--- config.mk ---
export PLATFORM = sky130hd
export DESIGN_NAME = button_gesture_classifier
export DESIGN_NICKNAME = d
export VERILOG_FILES = /design/src/rtl/core/bgc_pkg.sv /design/src/rtl/core/bgc_timer.sv /design/src/rtl/core/bgc_press.sv /design/src/rtl/core/bgc_gap.sv /design/src/rtl/core/button_gesture_classifier.sv
export VERILOG_INCLUDE_DIRS = /design/src /design/src/rtl/core
export SDC_FILE = /design/constraint.sdc
export NUM_CORES = 1
export LEC_CHECK = 0
export ABC_AREA = 1
export BUFFER_PORTS_ARGS = -buffer_cell sky130_fd_sc_hd__buf_2
export CAP_MARGIN = 40
export CORE_ASPECT_RATIO = 0.9
export CORE_MARGIN = 5
export CORE_UTILIZATION = 50
export CTS_CLUSTER_SIZE = 40
export DETAILED_ROUTE_END_ITERATION = 8
export GPL_ROUTABILITY_DRIVEN = 0
export GPL_TIMING_DRIVEN = 0
export HOLD_SLACK_MARGIN = 0.08
export PLACE_DENSITY = 0.73
export SYNTH_ARGS = -nofsm -noshare
export SYNTH_HDL_FRONTEND = slang
export SYNTH_SLANG_ARGS = --single-unit
--- constraint.sdc ---
create_clock -name clk_i -period 6.9 [get_ports clk_i]
set_input_delay 0 -clock clk_i [delete_from_list [all_inputs] [get_ports clk_i]]
set_output_delay 0 -clock clk_i [all_outputs]
set_load 0.02 [all_outputs]
--- src/rtl/core/assert_macros.svh ---
// Assertion helpers for the block's RTL.
`ifndef ASSERT_MACROS_SVH
`define ASSERT_MACROS_SVH

// Checked at every rising clock edge, reset disables the check.
`define BGC_ASSERT(name, clk, rst_n, prop) \
  name: assert property (@(posedge clk) disable iff (!rst_n) prop) \
    else $error("bgc assertion failed");

// Checked at every rising clock edge, also while reset is asserted.
`define BGC_ASSERT_ALWAYS(name, clk, prop) \
  name: assert property (@(posedge clk) prop) \
    else $error("bgc assertion failed");

`endif

--- src/rtl/core/bgc_pkg.sv ---
`default_nettype none
package bgc_pkg;

  localparam int unsigned TimerWidthDef = 16;
  localparam int unsigned CfgW          = 16;

  localparam logic [CfgW-1:0] LongPressReset   = 16'd100;
  localparam logic [CfgW-1:0] DoubleClickReset = 16'd25;

  // register index, taken from paddr[2]
  localparam logic RegLongPress   = 1'b0;
  localparam logic RegDoubleClick = 1'b1;

  typedef enum logic [1:0] {
    EV_NONE   = 2'd0,
    EV_SINGLE = 2'd1,
    EV_HOLD   = 2'd2,
    EV_DOUBLE = 2'd3
  } event_e;

  // status from the click stage
  typedef struct packed {
    logic click_pending;
  } gap_status_t;

endpackage
`default_nettype wire

--- src/rtl/core/bgc_timer.sv ---
`default_nettype none
// Saturating tick counter; reached_o looks at the value after this tick's increment.
module bgc_timer
  import bgc_pkg::*;
#(
  parameter int unsigned TIMER_WIDTH = TimerWidthDef
) (
  input  wire logic            clk_i,
  input  wire logic            rst_ni,
  input  wire logic            clr_i,
  input  wire logic            inc_i,
  input  wire logic [CfgW-1:0] limit_i,
  output logic                 reached_o
);

  localparam int unsigned CmpW = (TIMER_WIDTH > CfgW) ? TIMER_WIDTH : CfgW;
  localparam logic [TIMER_WIDTH-1:0] TMax = {TIMER_WIDTH{1'b1}};

  logic [TIMER_WIDTH-1:0] count_q, count_d, count_nxt;

  assign count_nxt = (count_q == TMax) ? count_q : count_q + TIMER_WIDTH'(1);
  assign reached_o = (CmpW'(count_nxt) >= CmpW'(limit_i)) || (count_nxt == TMax);

  always_comb begin
    count_d = count_q;
    if (clr_i) begin
      count_d = '0;
    end else if (inc_i) begin
      count_d = count_nxt;
    end
  end

  always_ff @(posedge clk_i or negedge rst_ni) begin
    if (!rst_ni) begin
      count_q <= '0;
    end else begin
      count_q <= count_d;
    end
  end

endmodule
`default_nettype wire

--- src/rtl/core/bgc_press.sv ---
`default_nettype none
// Press stage: debounce, click / hold decision, wait for release.
module bgc_press
  import bgc_pkg::*;
#(
  parameter int unsigned TIMER_WIDTH = TimerWidthDef
) (
  input  wire logic            clk_i,
  input  wire logic            rst_ni,
  input  wire logic            step_i,
  input  wire logic            pin_level_i,
  input  wire logic [CfgW-1:0] long_press_i,
  output event_e               ev_o
);

  typedef enum logic [1:0] {
    PH_IDLE    = 2'd0,
    PH_CONFIRM = 2'd1,
    PH_TIMING  = 2'd2,
    PH_WAIT    = 2'd3
  } phase_e;

  phase_e phase_q, phase_d;
  logic   low, clr, inc, reached;

  assign low = !pin_level_i;

  always_comb begin
    phase_d = phase_q;
    ev_o    = EV_NONE;
    clr     = 1'b0;
    inc     = 1'b0;
    unique case (phase_q)
      PH_IDLE: begin
        if (low) begin
          clr     = 1'b1;
          phase_d = PH_CONFIRM;
        end
      end
      PH_CONFIRM: begin
        if (low) begin
          clr     = 1'b1;
          phase_d = PH_TIMING;
        end else begin
          phase_d = PH_IDLE;
        end
      end
      PH_TIMING: begin
        if (!low) begin
          ev_o    = EV_SINGLE;
          phase_d = PH_IDLE;
        end else begin
          inc = 1'b1;
          if (reached) begin
            ev_o    = EV_HOLD;
            phase_d = PH_WAIT;
          end
        end
      end
      PH_WAIT: begin
        if (!low) begin
          phase_d = PH_IDLE;
        end
      end
      default: phase_d = PH_IDLE;
    endcase
  end

  bgc_timer #(
    .TIMER_WIDTH(TIMER_WIDTH)
  ) u_press_timer (
    .clk_i    (clk_i),
    .rst_ni   (rst_ni),
    .clr_i    (step_i && clr),
    .inc_i    (step_i && inc),
    .limit_i  (long_press_i),
    .reached_o(reached)
  );

  always_ff @(posedge clk_i or negedge rst_ni) begin
    if (!rst_ni) begin
      phase_q <= PH_IDLE;
    end else if (step_i) begin
      phase_q <= phase_d;
    end
  end

endmodule
`default_nettype wire

--- src/rtl/core/bgc_gap.sv ---
`default_nettype none
// Click stage: holds a click back for the double-click window.
module bgc_gap
  import bgc_pkg::*;
#(
  parameter int unsigned TIMER_WIDTH = TimerWidthDef
) (
  input  wire logic            clk_i,
  input  wire logic            rst_ni,
  input  wire logic            step_i,
  input  wire event_e          ev_i,
  input  wire logic [CfgW-1:0] double_click_i,
  output event_e               res_o,
  output gap_status_t          status_o
);

  logic pending_q, pending_d, clr, inc, reached;

  always_comb begin
    pending_d = pending_q;
    res_o     = EV_NONE;
    clr       = 1'b0;
    inc       = 1'b0;
    if (!pending_q) begin
      if (ev_i == EV_SINGLE) begin
        clr       = 1'b1;
        pending_d = 1'b1;
      end else begin
        res_o = ev_i;
      end
    end else if (ev_i == EV_SINGLE) begin
      res_o     = EV_DOUBLE;
      pending_d = 1'b0;
    end else begin
      // a hold in the window is dropped; the window keeps running
      inc = 1'b1;
      if (reached) begin
        res_o     = EV_SINGLE;
        pending_d = 1'b0;
      end
    end
  end

  bgc_timer #(
    .TIMER_WIDTH(TIMER_WIDTH)
  ) u_gap_timer (
    .clk_i    (clk_i),
    .rst_ni   (rst_ni),
    .clr_i    (step_i && clr),
    .inc_i    (step_i && inc),
    .limit_i  (double_click_i),
    .reached_o(reached)
  );

  assign status_o.click_pending = pending_q;

  always_ff @(posedge clk_i or negedge rst_ni) begin
    if (!rst_ni) begin
      pending_q <= 1'b0;
    end else if (step_i) begin
      pending_q <= pending_d;
    end
  end

endmodule
`default_nettype wire

--- src/rtl/core/button_gesture_classifier.sv ---
// Button gesture classifier.
// Input stream: one word per tick, tdata[0] = pin level (0 pressed, 1 released).
// Output stream: one word per input word, tdata[1:0] = event code
//   (none, single click, long hold, double click).
// APB port: register 0 at 0x0 long-press ticks, register 1 at 0x4
//   double-click ticks; pready is tied high, writes land in the access cycle.
// The event for an accepted word is registered into the output register, or into the
//   skid word if the output stalls. Throughput: one word per cycle while the skid is
//   empty, set by the single state update of the press and click stages per word.
// Stall: a two-deep output buffer (output register plus skid) keeps taking
//   words while one result waits; s_axis_tready drops only when both are full.
// Reset (rst_ni low, async): both stages idle, timers zero, no pending click,
//   output buffer empty, registers back to 100 and 25 ticks.
// A gap ends on the limit or on timer saturation; a limit of 0 acts as 1.
`default_nettype none
`include "assert_macros.svh"
module button_gesture_classifier
  import bgc_pkg::*;
#(
  parameter int unsigned TIMER_WIDTH = TimerWidthDef
) (
  input  wire logic        clk_i,
  input  wire logic        rst_ni,
  // input stream
  input  wire logic        s_axis_tvalid,
  output logic             s_axis_tready,
  input  wire logic [7:0]  s_axis_tdata,   // [0] pin_level, [7:1] zero
  // output stream
  output logic             m_axis_tvalid,
  input  wire logic        m_axis_tready,
  output logic [7:0]       m_axis_tdata,   // [1:0] event_code, [7:2] zero
  // APB configuration
  input  wire logic        psel,
  input  wire logic        penable,
  input  wire logic        pwrite,
  input  wire logic [2:0]  paddr,
  input  wire logic [31:0] pwdata,
  output logic [31:0]      prdata,
  output logic             pready
);

  // config registers
  logic [CfgW-1:0] long_press_q, double_click_q;
  logic            cfg_wr;

  assign pready = 1'b1;
  assign cfg_wr = psel && penable && pwrite && pready;

  always_ff @(posedge clk_i or negedge rst_ni) begin
    if (!rst_ni) begin
      long_press_q   <= LongPressReset;
      double_click_q <= DoubleClickReset;
    end else if (cfg_wr) begin
      if (paddr[2] == RegLongPress) begin
        long_press_q <= pwdata[CfgW-1:0];
      end else begin
        double_click_q <= pwdata[CfgW-1:0];
      end
    end
  end

  always_comb begin
    if (paddr[2] == RegLongPress) begin
      prdata = 32'(long_press_q);
    end else begin
      prdata = 32'(double_click_q);
    end
  end

  // stages
  logic        accept;
  event_e      ev, res;
  gap_status_t gap_status;

  assign accept = s_axis_tvalid && s_axis_tready;

  bgc_press #(
    .TIMER_WIDTH(TIMER_WIDTH)
  ) u_press (
    .clk_i       (clk_i),
    .rst_ni      (rst_ni),
    .step_i      (accept),
    .pin_level_i (s_axis_tdata[0]),
    .long_press_i(long_press_q),
    .ev_o        (ev)
  );

  bgc_gap #(
    .TIMER_WIDTH(TIMER_WIDTH)
  ) u_gap (
    .clk_i         (clk_i),
    .rst_ni        (rst_ni),
    .step_i        (accept),
    .ev_i          (ev),
    .double_click_i(double_click_q),
    .res_o         (res),
    .status_o      (gap_status)
  );

  // output register plus skid word
  logic   out_valid_q, out_valid_d, skid_valid_q, skid_valid_d, pop;
  event_e out_data_q, out_data_d, skid_data_q, skid_data_d;

  assign pop           = out_valid_q && m_axis_tready;
  assign s_axis_tready = !skid_valid_q;

  always_comb begin
    out_valid_d  = out_valid_q;
    out_data_d   = out_data_q;
    skid_valid_d = skid_valid_q;
    skid_data_d  = skid_data_q;
    if (!out_valid_q || pop) begin
      // output slot free: drain skid first, else take the new word
      out_valid_d  = skid_valid_q || accept;
      out_data_d   = skid_valid_q ? skid_data_q : res;
      skid_valid_d = 1'b0;
    end else if (accept) begin
      skid_valid_d = 1'b1;
      skid_data_d  = res;
    end
  end

  always_ff @(posedge clk_i or negedge rst_ni) begin
    if (!rst_ni) begin
      out_valid_q  <= 1'b0;
      skid_valid_q <= 1'b0;
    end else begin
      out_valid_q  <= out_valid_d;
      skid_valid_q <= skid_valid_d;
    end
  end

  always_ff @(posedge clk_i) begin
    out_data_q  <= out_data_d;
    skid_data_q <= skid_data_d;
  end

  assign m_axis_tvalid = out_valid_q;
  assign m_axis_tdata  = {6'b0, out_data_q};

  // checks
  `BGC_ASSERT_ALWAYS(a_skid_needs_out, clk_i, skid_valid_q |-> out_valid_q)
  `BGC_ASSERT(a_stall_fills_skid, clk_i, rst_ni,
              accept && out_valid_q && !m_axis_tready |=> skid_valid_q)
  `BGC_ASSERT(a_double_needs_pending, clk_i, rst_ni,
              accept && (res == EV_DOUBLE) |-> gap_status.click_pending)

endmodule
`default_nettype wire
==> summary.md, run 1 <==
| Metric | Value |
|---|---|
| Outcome | complete, no violations |
| Total Routing Usage GR | 23.2% |
| Slew @ Worst Pin | 0.782 ns |
| Hold Fails Final Rpt | 0 |
| # clock sinks | 73 |
| Worst Setup Start Kind | flop |
| Reg2Reg Setup Slack | between 3 and 4 ns |
| Clock H-tree levels | 3 |
| Commonest non-fill, non-tap cell in the layout | nand2_1 |
| Die Y | 106 um |
| Total CTS buffers | 9 |
| RR Endpoint | out_data_q[0] |
| Slowest cell on crit path | dfrtp_1 |
| CP dominant cell by count | nand2_1 |
| Setup WS pre-CTS | 3.67 ns |
| Cells on worst reg2reg path | 17 |
| Vias in the first global route | 4979 |
| Antenna-violating nets left | 0 |
| Tcrit/Tclk final | a little under half |
| End of the critical path | out_data_q[0] |
| Worst path bufs/invs | 2 |
| Hold_sp | paddr[2] |
| #FFs+latches synth | 73 |
| DRC viols | 0 |
| Worst EP required | 6.99 ns |
| Synth-to-Final Area Change | 19.1% |
| Synth unique cells | 35 |
| CP startpoint | u_gap.u_gap_timer.count_q[0] |
| Initial antenna violation count | 0 |
| Final #Nets | 923 |
| Core area | between 10000 and 15000 um2 |
| Clock skew | between 0.007 and 0.008 ns |
| Root Buffer | clkbuf_16 |
| Top Ports | 93 |
| TritonCTS clock tree | yes |
| CP endpoint kind | flop |
| Max Buffers Root-to-Sink | 2 |
| Design area | 6150 um2 |
| Syn Std Cell Area | 5160 um2 |
| Grt ovf | 0 |
| Minimum clock period | 3.31 ns |
| Cell chain of the critical path | ha_1, nand2_1, nor2_1, nand4_2, buf_2, nand2_1, ha_1, nand2_1, inv_1, o21ai_0, a21oi_1, nor4_1, nand2_1, nor2_1, nand3_2, nand3_1, nand2_1 |
| Iteration count of the initial detailed-routing pass | 8 |
| Highest Clock Rate | between 300 and 400 MHz |
| Avg Cell Area, Syn | 6.97 um2 |
| CP Data Arrival Time | roughly 3.4 ns |
| Worst hold path type | in -> reg |
| Row count | 35 |
| Synth top area cells | dfrtp_1 31%, nand2_1 15%, o21ai_0 8.4% |
| Post-CTS Hold Buffers | 21 |
| Vias | 5175 |
| Yosys warns | 0 |
| 1st-iter DRT viols | between 300 and 400 |
| Pwr Density | between 200 and 300 nW/um2 |
| Layout cell share with drive strength beyond 1 | 12.9% |
| Rel. slew slack | 47.5% |
| Commonest non-fill, non-tap cells in the layout | 204 x nand2_1, 105 x inv_1, 87 x o21ai_0 |
| Clk_lat worst skew | 0.34 ns |
| Critical path depth in cells | 17 |
| Routed vias/inst | 5.32 |
| VDD IR max | 0.171 mV |
| Routed WL | 14000 um |
| Tot Pwr | roughly 1.6 mW |
| Setup WS post-layout | 3.59 ns |
| Final HPWL DP | between 10000 and 15000 um |
| Die area | ~12000 um2 |
| CTS resizes | 0 |
| Largest area contributor in the netlist | dfrtp_1 |
| Setup tns final | 0 ns |
| Crit-path max cell delay | between 0.4 and 0.5 ns |
| Post-DP Area | 5640 um2 |
| MaxCap Viol Count | 0 |
| Number of diodes | 0 |
| Port buffer count | between 40 and 50 |
| Setup violators final | 0 |
| Setup Buffers After CTS | 0 |
| RSZ-0062 raised after global routing | no |
| Share of the synthesized area in the top cell type | 30.5% |
| Reg clk slew, reported paths | 0.05 ns |
| Average wire per cell in the routed design | 14.3 um |
| Starting Density | roughly 50% |
| Crit path max fanout | 10 |
| Worst path top cell family by delay | simple AND/OR/NAND/NOR gates |
| Post-synthesis instance total | 741 |
| Leakage power | 3.19 nW |
| Die X | 117 um |
| Crit Path Class | reg -> reg |
| First-pass GRT wire length | between 20000 and 25000 um |
| Seq/Total Area, Yosys | 35.9% |
| Worst r2r src | u_gap.u_gap_timer.count_q[0] |
| Fin. max-slew vios | 0 |
| Largest net degree at the start of global routing | 39 |
cells by family (layout without fill, tap and decap cells):
family	after synthesis	in the layout	share of synthesized area, %
flops	73	73	35.9
xor+xnor	12	12	2.04
fa+ha+maj	34	34	8.24
other cells	2	23	0.146
simple gates	357	357	29.6
compound gates	114	114	11.4
buf+inv	149	231	12.7
stage by stage:
stage	instances	utilization, %	hold WS [ns]
after floorplan	762	-	-0.296
after global placement	935	55.3	0.233
after detailed placement	936	55.6	-0.0273
after CTS	973	60.5	0.118
after global routing	973	60.5	0.181
final	973	60.5	0.123
registers in the layout, summed over array words and instances (netlist names), 2 cells and up:
name,flops
long_press_q,16
u_press.phase_q,2
skid_data_q,2
double_click_q,16
u_press.u_press_timer.count_q,16
u_gap.u_gap_timer.count_q,16
out_data_q,2
tightest hold or removal path, stage by stage:
cell	delay, ns
buf_2	0.15
nand2_1	0.14
nand2_1	0.08
o21ai_0	0.07
final cells by class:
cell class / instances / area (um2)
plain buffers: 42 / 254
clock buffers: 14 / 284
clock inverters: 2 / 10.0
fillers: 940 / 4010
inverters: 107 / 402
multi-input cells: 540 / 2730
flip-flops and latches: 73 / 1850
well taps: 129 / 161
repair buffers: 66 / 453
worst min-delay path by stage:
stage / to / cells past startpoint
after floorplan: double_click_q[10] / 0
after global placement: m_axis_tvalid / 3
after detailed placement: u_press.u_press_timer.count_q[2] / 1
after CTS: double_click_q[0] / 4
after global routing: double_click_q[1] / 4
final: double_click_q[0] / 4
synth_stat cells:
| cell type | n |
|---|---|
| nor2_4 | 3 |
| ha_1 | 34 |
| nand2_2 | 6 |
| dfstp_2 | 6 |
| nand2_1 | 204 |
| nor2_2 | 3 |
| nand3_1 | 69 |
| o31ai_1 | 1 |
| a211oi_1 | 1 |
| nor4_1 | 1 |
| o22ai_1 | 2 |
| buf_1 | 3 |
| and3_1 | 2 |
| buf_4 | 23 |
| nand4_1 | 9 |
| conb_1 | 2 |
| xnor2_1 | 2 |
| clkbuf_1 | 13 |
| edfxtp_1 | 4 |
| buf_2 | 2 |
| xor2_1 | 10 |
| dfrtp_1 | 63 |
| nand4_2 | 1 |
| nand3_2 | 2 |
| o211ai_1 | 1 |
| o21ai_1 | 3 |
| nor2_1 | 54 |
| inv_2 | 2 |
| inv_1 | 105 |
| o21a_1 | 1 |
| a21oi_1 | 17 |
| o21ai_0 | 87 |
| o32ai_1 | 1 |
| nor3_1 | 3 |
| buf_6 | 1 |
power by group:
part | switching (mW) | internal (mW)
sequential | 0.0794 | 0.520
clock | 0.181 | 0.282
combinational | 0.360 | 0.203
routing by layer:
layer,track usage [%],share of wire (%),routed length (um),vias up
met5,0,0,0,-
li1,-,-,-,2533
met3,3.64,8.1,1130,16
met2,35.8,45,6240,186
met4,6.22,1.2,172,0
met1,33.8,46,6420,2440
Note: power is estimated with default switching activity, not from simulation.
==> run 2, diff against run 1 <==
Settings changed: ABC_AREA 1 to 0.
Clock period 6.9 ns to 3.1 ns, I/O delays scaled along.
==> run 2 against run 1 <==
Against the previous run: the run now ends with setup timing left; sequential cell count did not move; critical path depth fell by 3; sequential share of layout area fell by 1.2 points; die area fell by 2.5%; core utilization rose by 5.5 points; maximum frequency rose by 1.4%; critical endpoint is now out_data_q[1]; synthesized cell count fell by 26%; final cell count fell by 17%; register-to-register slack got worse by 3.8 ns; highest routed layer unchanged; combinational power rose by 120%.
==> summary.md, run 2 <==
| Metric | Value |
|---|---|
| Syn Std Cell Area | 5020 um2 (was 5160 um2) |
| Tcrit/Tclk final | 105% (was 48.0%) |
| Worst Setup Start Kind | flop (unchanged) |
| Setup WS post-layout | -0.164 ns (was 3.59 ns) |
| Leakage power | 3.08 nW (was 3.19 nW) |
| Failing checks | setup timing |
| Avg Cell Area, Syn | 9.16 um2 (was 6.97 um2) |
| First-pass GRT wire length | 21900 um (was 23000 um) |
| Net Sw Frac | 35.5% (was 38.1%) |
| Sequential power share | 37.5% (was 36.9%) |
| Outcome | complete, but fails checks (was complete, no violations) |
| Compound-Gate Fraction of Synth Area | 16.8% (was 11.4%) |
| Synth unique cells | 60 (was 35) |
| Post-synth top cells | 63 x dfrtp_1, 46 x nand2_1, 41 x inv_1, 41 x o21ai_0, 36 x mux2_2 (was 204 x nand2_1, 105 x inv_1, 87 x o21ai_0) |
| MaxCap Viol Count | 0 (unchanged) |
| Tot Pwr | 3.31 mW (was 1.63 mW) |
| Combinational share of power | 37.5% (was 34.6%) |
| Final HPWL DP | 9480 um (was 10700 um) |
| Number of diodes | 0 (unchanged) |
| Seq/Total Area, Yosys | 36.9% (was 35.9%) |
| Clock H-tree levels | 3 (unchanged) |
| Largest family of logic cells by synthesized area | simple AND/OR/NAND/NOR gates (unchanged) |
| Port buffer count | 42 (was 44) |
| Register area | 1860 um2 (was 1850 um2) |
| Setup violators final | 3 (was 0) |
| GR met1 Demand/Resource | 32.2% (was 33.8%) |
| Final #Nets | 760 (was 923) |
| Highest Clock Rate | 306 MHz (was 302 MHz) |
| Post-synth EDFFs | 4 (unchanged) |
| Worst r2r src | u_press.u_press_timer.count_q[0] (was u_gap.u_gap_timer.count_q[0]) |
| Clock skew | 0.0113 ns (was 0.00741 ns) |
| #FFs+latches synth | 73 (unchanged) |
| Share of the synthesized area in the top cell type | 31.4% (was 30.5%) |
| Row count | 34 (was 35) |
| CP endpoint kind | flop (unchanged) |
| Crit path max fanout | 3 (was 10) |
| VDD IR max | 0.332 mV (was 0.171 mV) |
| Fin. max-slew vios | 0 (unchanged) |
| TritonCTS clock tree | yes (unchanged) |
| Die X | 116 um (was 117 um) |
| Total Routing Usage GR | 22.5% (was 23.2%) |
| Vias in the first global route | 4392 (was 4979) |
| Largest area contributor in the netlist | dfrtp_1 (unchanged) |
| NetSw | 1.18 mW (was 620 uW) |
| Slew @ Worst Pin | 0.953 ns (was 0.782 ns) |
| 1st-iter DRT viols | 266 (was 384) |
| Iteration count of the initial detailed-routing pass | 5 (was 8) |
| Starting Density | 51.5% (was 50.8%) |
| Synth top area cells | dfrtp_1 31%, ha_1 8.5%, mux2_2 8.1% (was dfrtp_1 31%, nand2_1 15%, o21ai_0 8.4%) |
| Mux contribution to synthesized area | 8.47% (was 0%) |
| Largest net degree at the start of global routing | 43 (was 39) |
| Setup tns final | -0.383 ns (was 0 ns) |
| Die area | 12100 um2 (was 12500 um2) |
| Cells on worst reg2reg path | 14 (was 17) |
| Routed WL | 13600 um (was 14000 um) |
| Met3 Track Usage GR | 5.38% (was 3.64%) |
| Minimum clock period | 3.26 ns (was 3.31 ns) |
| Core area | 9740 um2 (was 10200 um2) |
| Routed vias/inst | 5.64 (was 5.32) |
| Area of the multi-input gates | 3040 um2 (was 2730 um2) |
| Yosys warns | 0 (unchanged) |
| Worst hold path type | in -> async (was in -> reg) |
| Antenna-violating nets left | 0 (unchanged) |
| Clk_lat worst skew | 0.36 ns (was 0.34 ns) |
| Hold Fails Final Rpt | 0 (unchanged) |
| Crit Path Class | reg -> reg (unchanged) |
| Worst EP required | 3.21 ns (was 6.99 ns) |
| # clock sinks | 73 (unchanged) |
| Max Buffers Root-to-Sink | 2 (unchanged) |
| Int Pwr | 2.13 mW (was 1.01 mW) |
| Rel. slew slack | 36.0% (was 47.5%) |
| Commonest non-fill, non-tap cell in the layout | buf_4 (was nand2_1) |
| Total CTS buffers | 9 (unchanged) |
| Setup WS pre-CTS | -0.600 ns (was 3.67 ns) |
| Most common cell in the netlist | dfrtp_1 (was nand2_1) |
| Post-synthesis instance total | 548 (was 741) |
| RSZ-0062 raised after global routing | yes (was no) |
| Global route hottest layer | met2 (unchanged) |
| Commonest non-fill, non-tap cells in the layout | 57 x buf_4, 56 x dfrtp_1, 44 x nand2_1 (was 204 x nand2_1, 105 x inv_1, 87 x o21ai_0) |
| Reg clk slew, reported paths | 0.08 ns (was 0.05 ns) |
| Main synth FF type | dfrtp_1 (unchanged) |
| Synth-to-Final Area Change | 28.1% (was 19.1%) |
| CP Data Arrival Time | 3.38 ns (was 3.40 ns) |
| Xor/xnor cell area share of the yosys netlist | 3.32% (was 2.04%) |
| Asr flop ratio synth | 94.5% (unchanged) |
| Fillers | 805 (was 940) |
| Top Ports | 93 (unchanged) |
| Reg2Reg Setup Slack | -0.16 ns (was 3.59 ns) |
| Area share of fa/ha/maj cells after synthesis | 8.47% (was 8.24%) |
| Simple-Gate Fraction of Synth Area | 17.1% (was 29.6%) |
| Root Buffer | clkbuf_8 (was clkbuf_16) |
| Pwr Density | 514 nW/um2 (was 264 nW/um2) |
| Clock share of power | 24.9% (was 28.5%) |
| Layout cell share with drive strength beyond 1 | 32.7% (was 12.9%) |
| Vias | 4554 (was 5175) |
| Average wire per cell in the routed design | 16.8 um (was 14.3 um) |
| Die Y | 105 um (was 106 um) |
| Met2 GRT Util | 33.7% (was 35.8%) |
| DRC viols | 0 (unchanged) |
| Initial antenna violation count | 0 (unchanged) |
| Grt ovf | 0 (unchanged) |
| RR Endpoint | out_data_q[1] (was out_data_q[0]) |
-- run 2: changes by cell type in the layout (fill, tap and decap cells not counted), sizes merged, moves of 7 or more --
cell   change
a21oi      +9
buf       +32
nor2      -26
xnor2     +10
nand2    -163
inv       -66
o21ai     -44
mux2      +36
and3       +7
a22o      +21
nand3     -49
nor3       +7
-- run 2: what timing repair did --
item                       4_1_cts  5_1_grt
setup buffers                   21       10
hold endpoints to repair        98        0
setup endpoints to repair        6        6
gates resized for setup         45       23
gates cloned                     1        0
hold buffers                    21        0
pin swaps                       18       18
-- run 2: kinds of logic after synthesis --
logic type      Yosys count
simple gates            164
compound gates          131
buf+inv                  87
flops                    73
mux                      38
fa+ha+maj                34
xor+xnor                 19
other cells               2
-- run 2: layout make-up --
class | count | area share (%)
repair buffers | 96 | 10.7
inverters | 41 | 2.39
flip-flops and latches | 73 | 29.0
well taps | 126 | 2.45
plain buffers | 46 | 4.96
clock inverters | 6 | 1.28
multi-input cells | 409 | 47.3
clock buffers | 10 | 1.98
-- run 2: how the worst max path moves through the flow --
stage,startpoint,endpoint,slack (ns)
2_1_floorplan,u_press.u_press_timer.count_q[6],out_data_q[1],0.01
3_3_place_gp,u_press.u_press_timer.count_q[1],out_data_q[1],-0.59
3_5_place_dp,u_press.u_press_timer.count_q[0],skid_data_q[1],-0.60
4_1_cts,u_press.u_press_timer.count_q[1],skid_data_q[1],-0.05
5_1_grt,u_press.u_press_timer.count_q[0],out_data_q[1],-0.33
6_report,u_press.u_press_timer.count_q[0],out_data_q[1],-0.16
-- run 2: power by group through the flow --
stage / Sequential, mW / Clock (mW) / Combinational (mW)
after floorplan: 1.23 / 0 / 0.683
after global placement: 1.25 / 0 / 0.903
after detailed placement: 1.26 / 0 / 0.933
after CTS: 1.24 / 0.835 / 1.12
after global routing: 1.26 / 0.876 / 1.37
final: 1.24 / 0.825 / 1.24
-- run 2: routing by layer --
layer | share of wire [%] | vias to the layer above | wire length (um)
met1 | 45 | 2205 | 6120
met5 | 0 | - | 0
met2 | 46 | 158 | 6200
met3 | 7.1 | 29 | 963
met4 | 2.2 | 0 | 295
li1 | - | 2162 | -
-- run 2: stage by stage --
stage	hold WS [ns]	instances	area, um2	util, %
3_3_place_gp	0.237	737	5480	56.3
4_1_cts	0.106	797	6280	64.4
6_report	0.0987	807	6430	66.0
3_5_place_dp	-0.0507	738	5510	56.5
2_1_floorplan	-0.296	569	5120	-
5_1_grt	0.138	807	6430	66.0
-- run 2: critical path: stages, from the launching register on --
cell and delay (ns):
dfrtp_2 0.39, ha_4 0.14, nand4_1 0.20, nor4_4 0.47, buf_4 0.20, xnor2_2 0.06, ha_1 0.31, nand2b_4 0.15
a211oi_2 0.18, o21bai_1 0.10, a21oi_2 0.18, o21ai_2 0.09, a211oi_2 0.25, o21a_2 0.23, o21ai_1 0.07
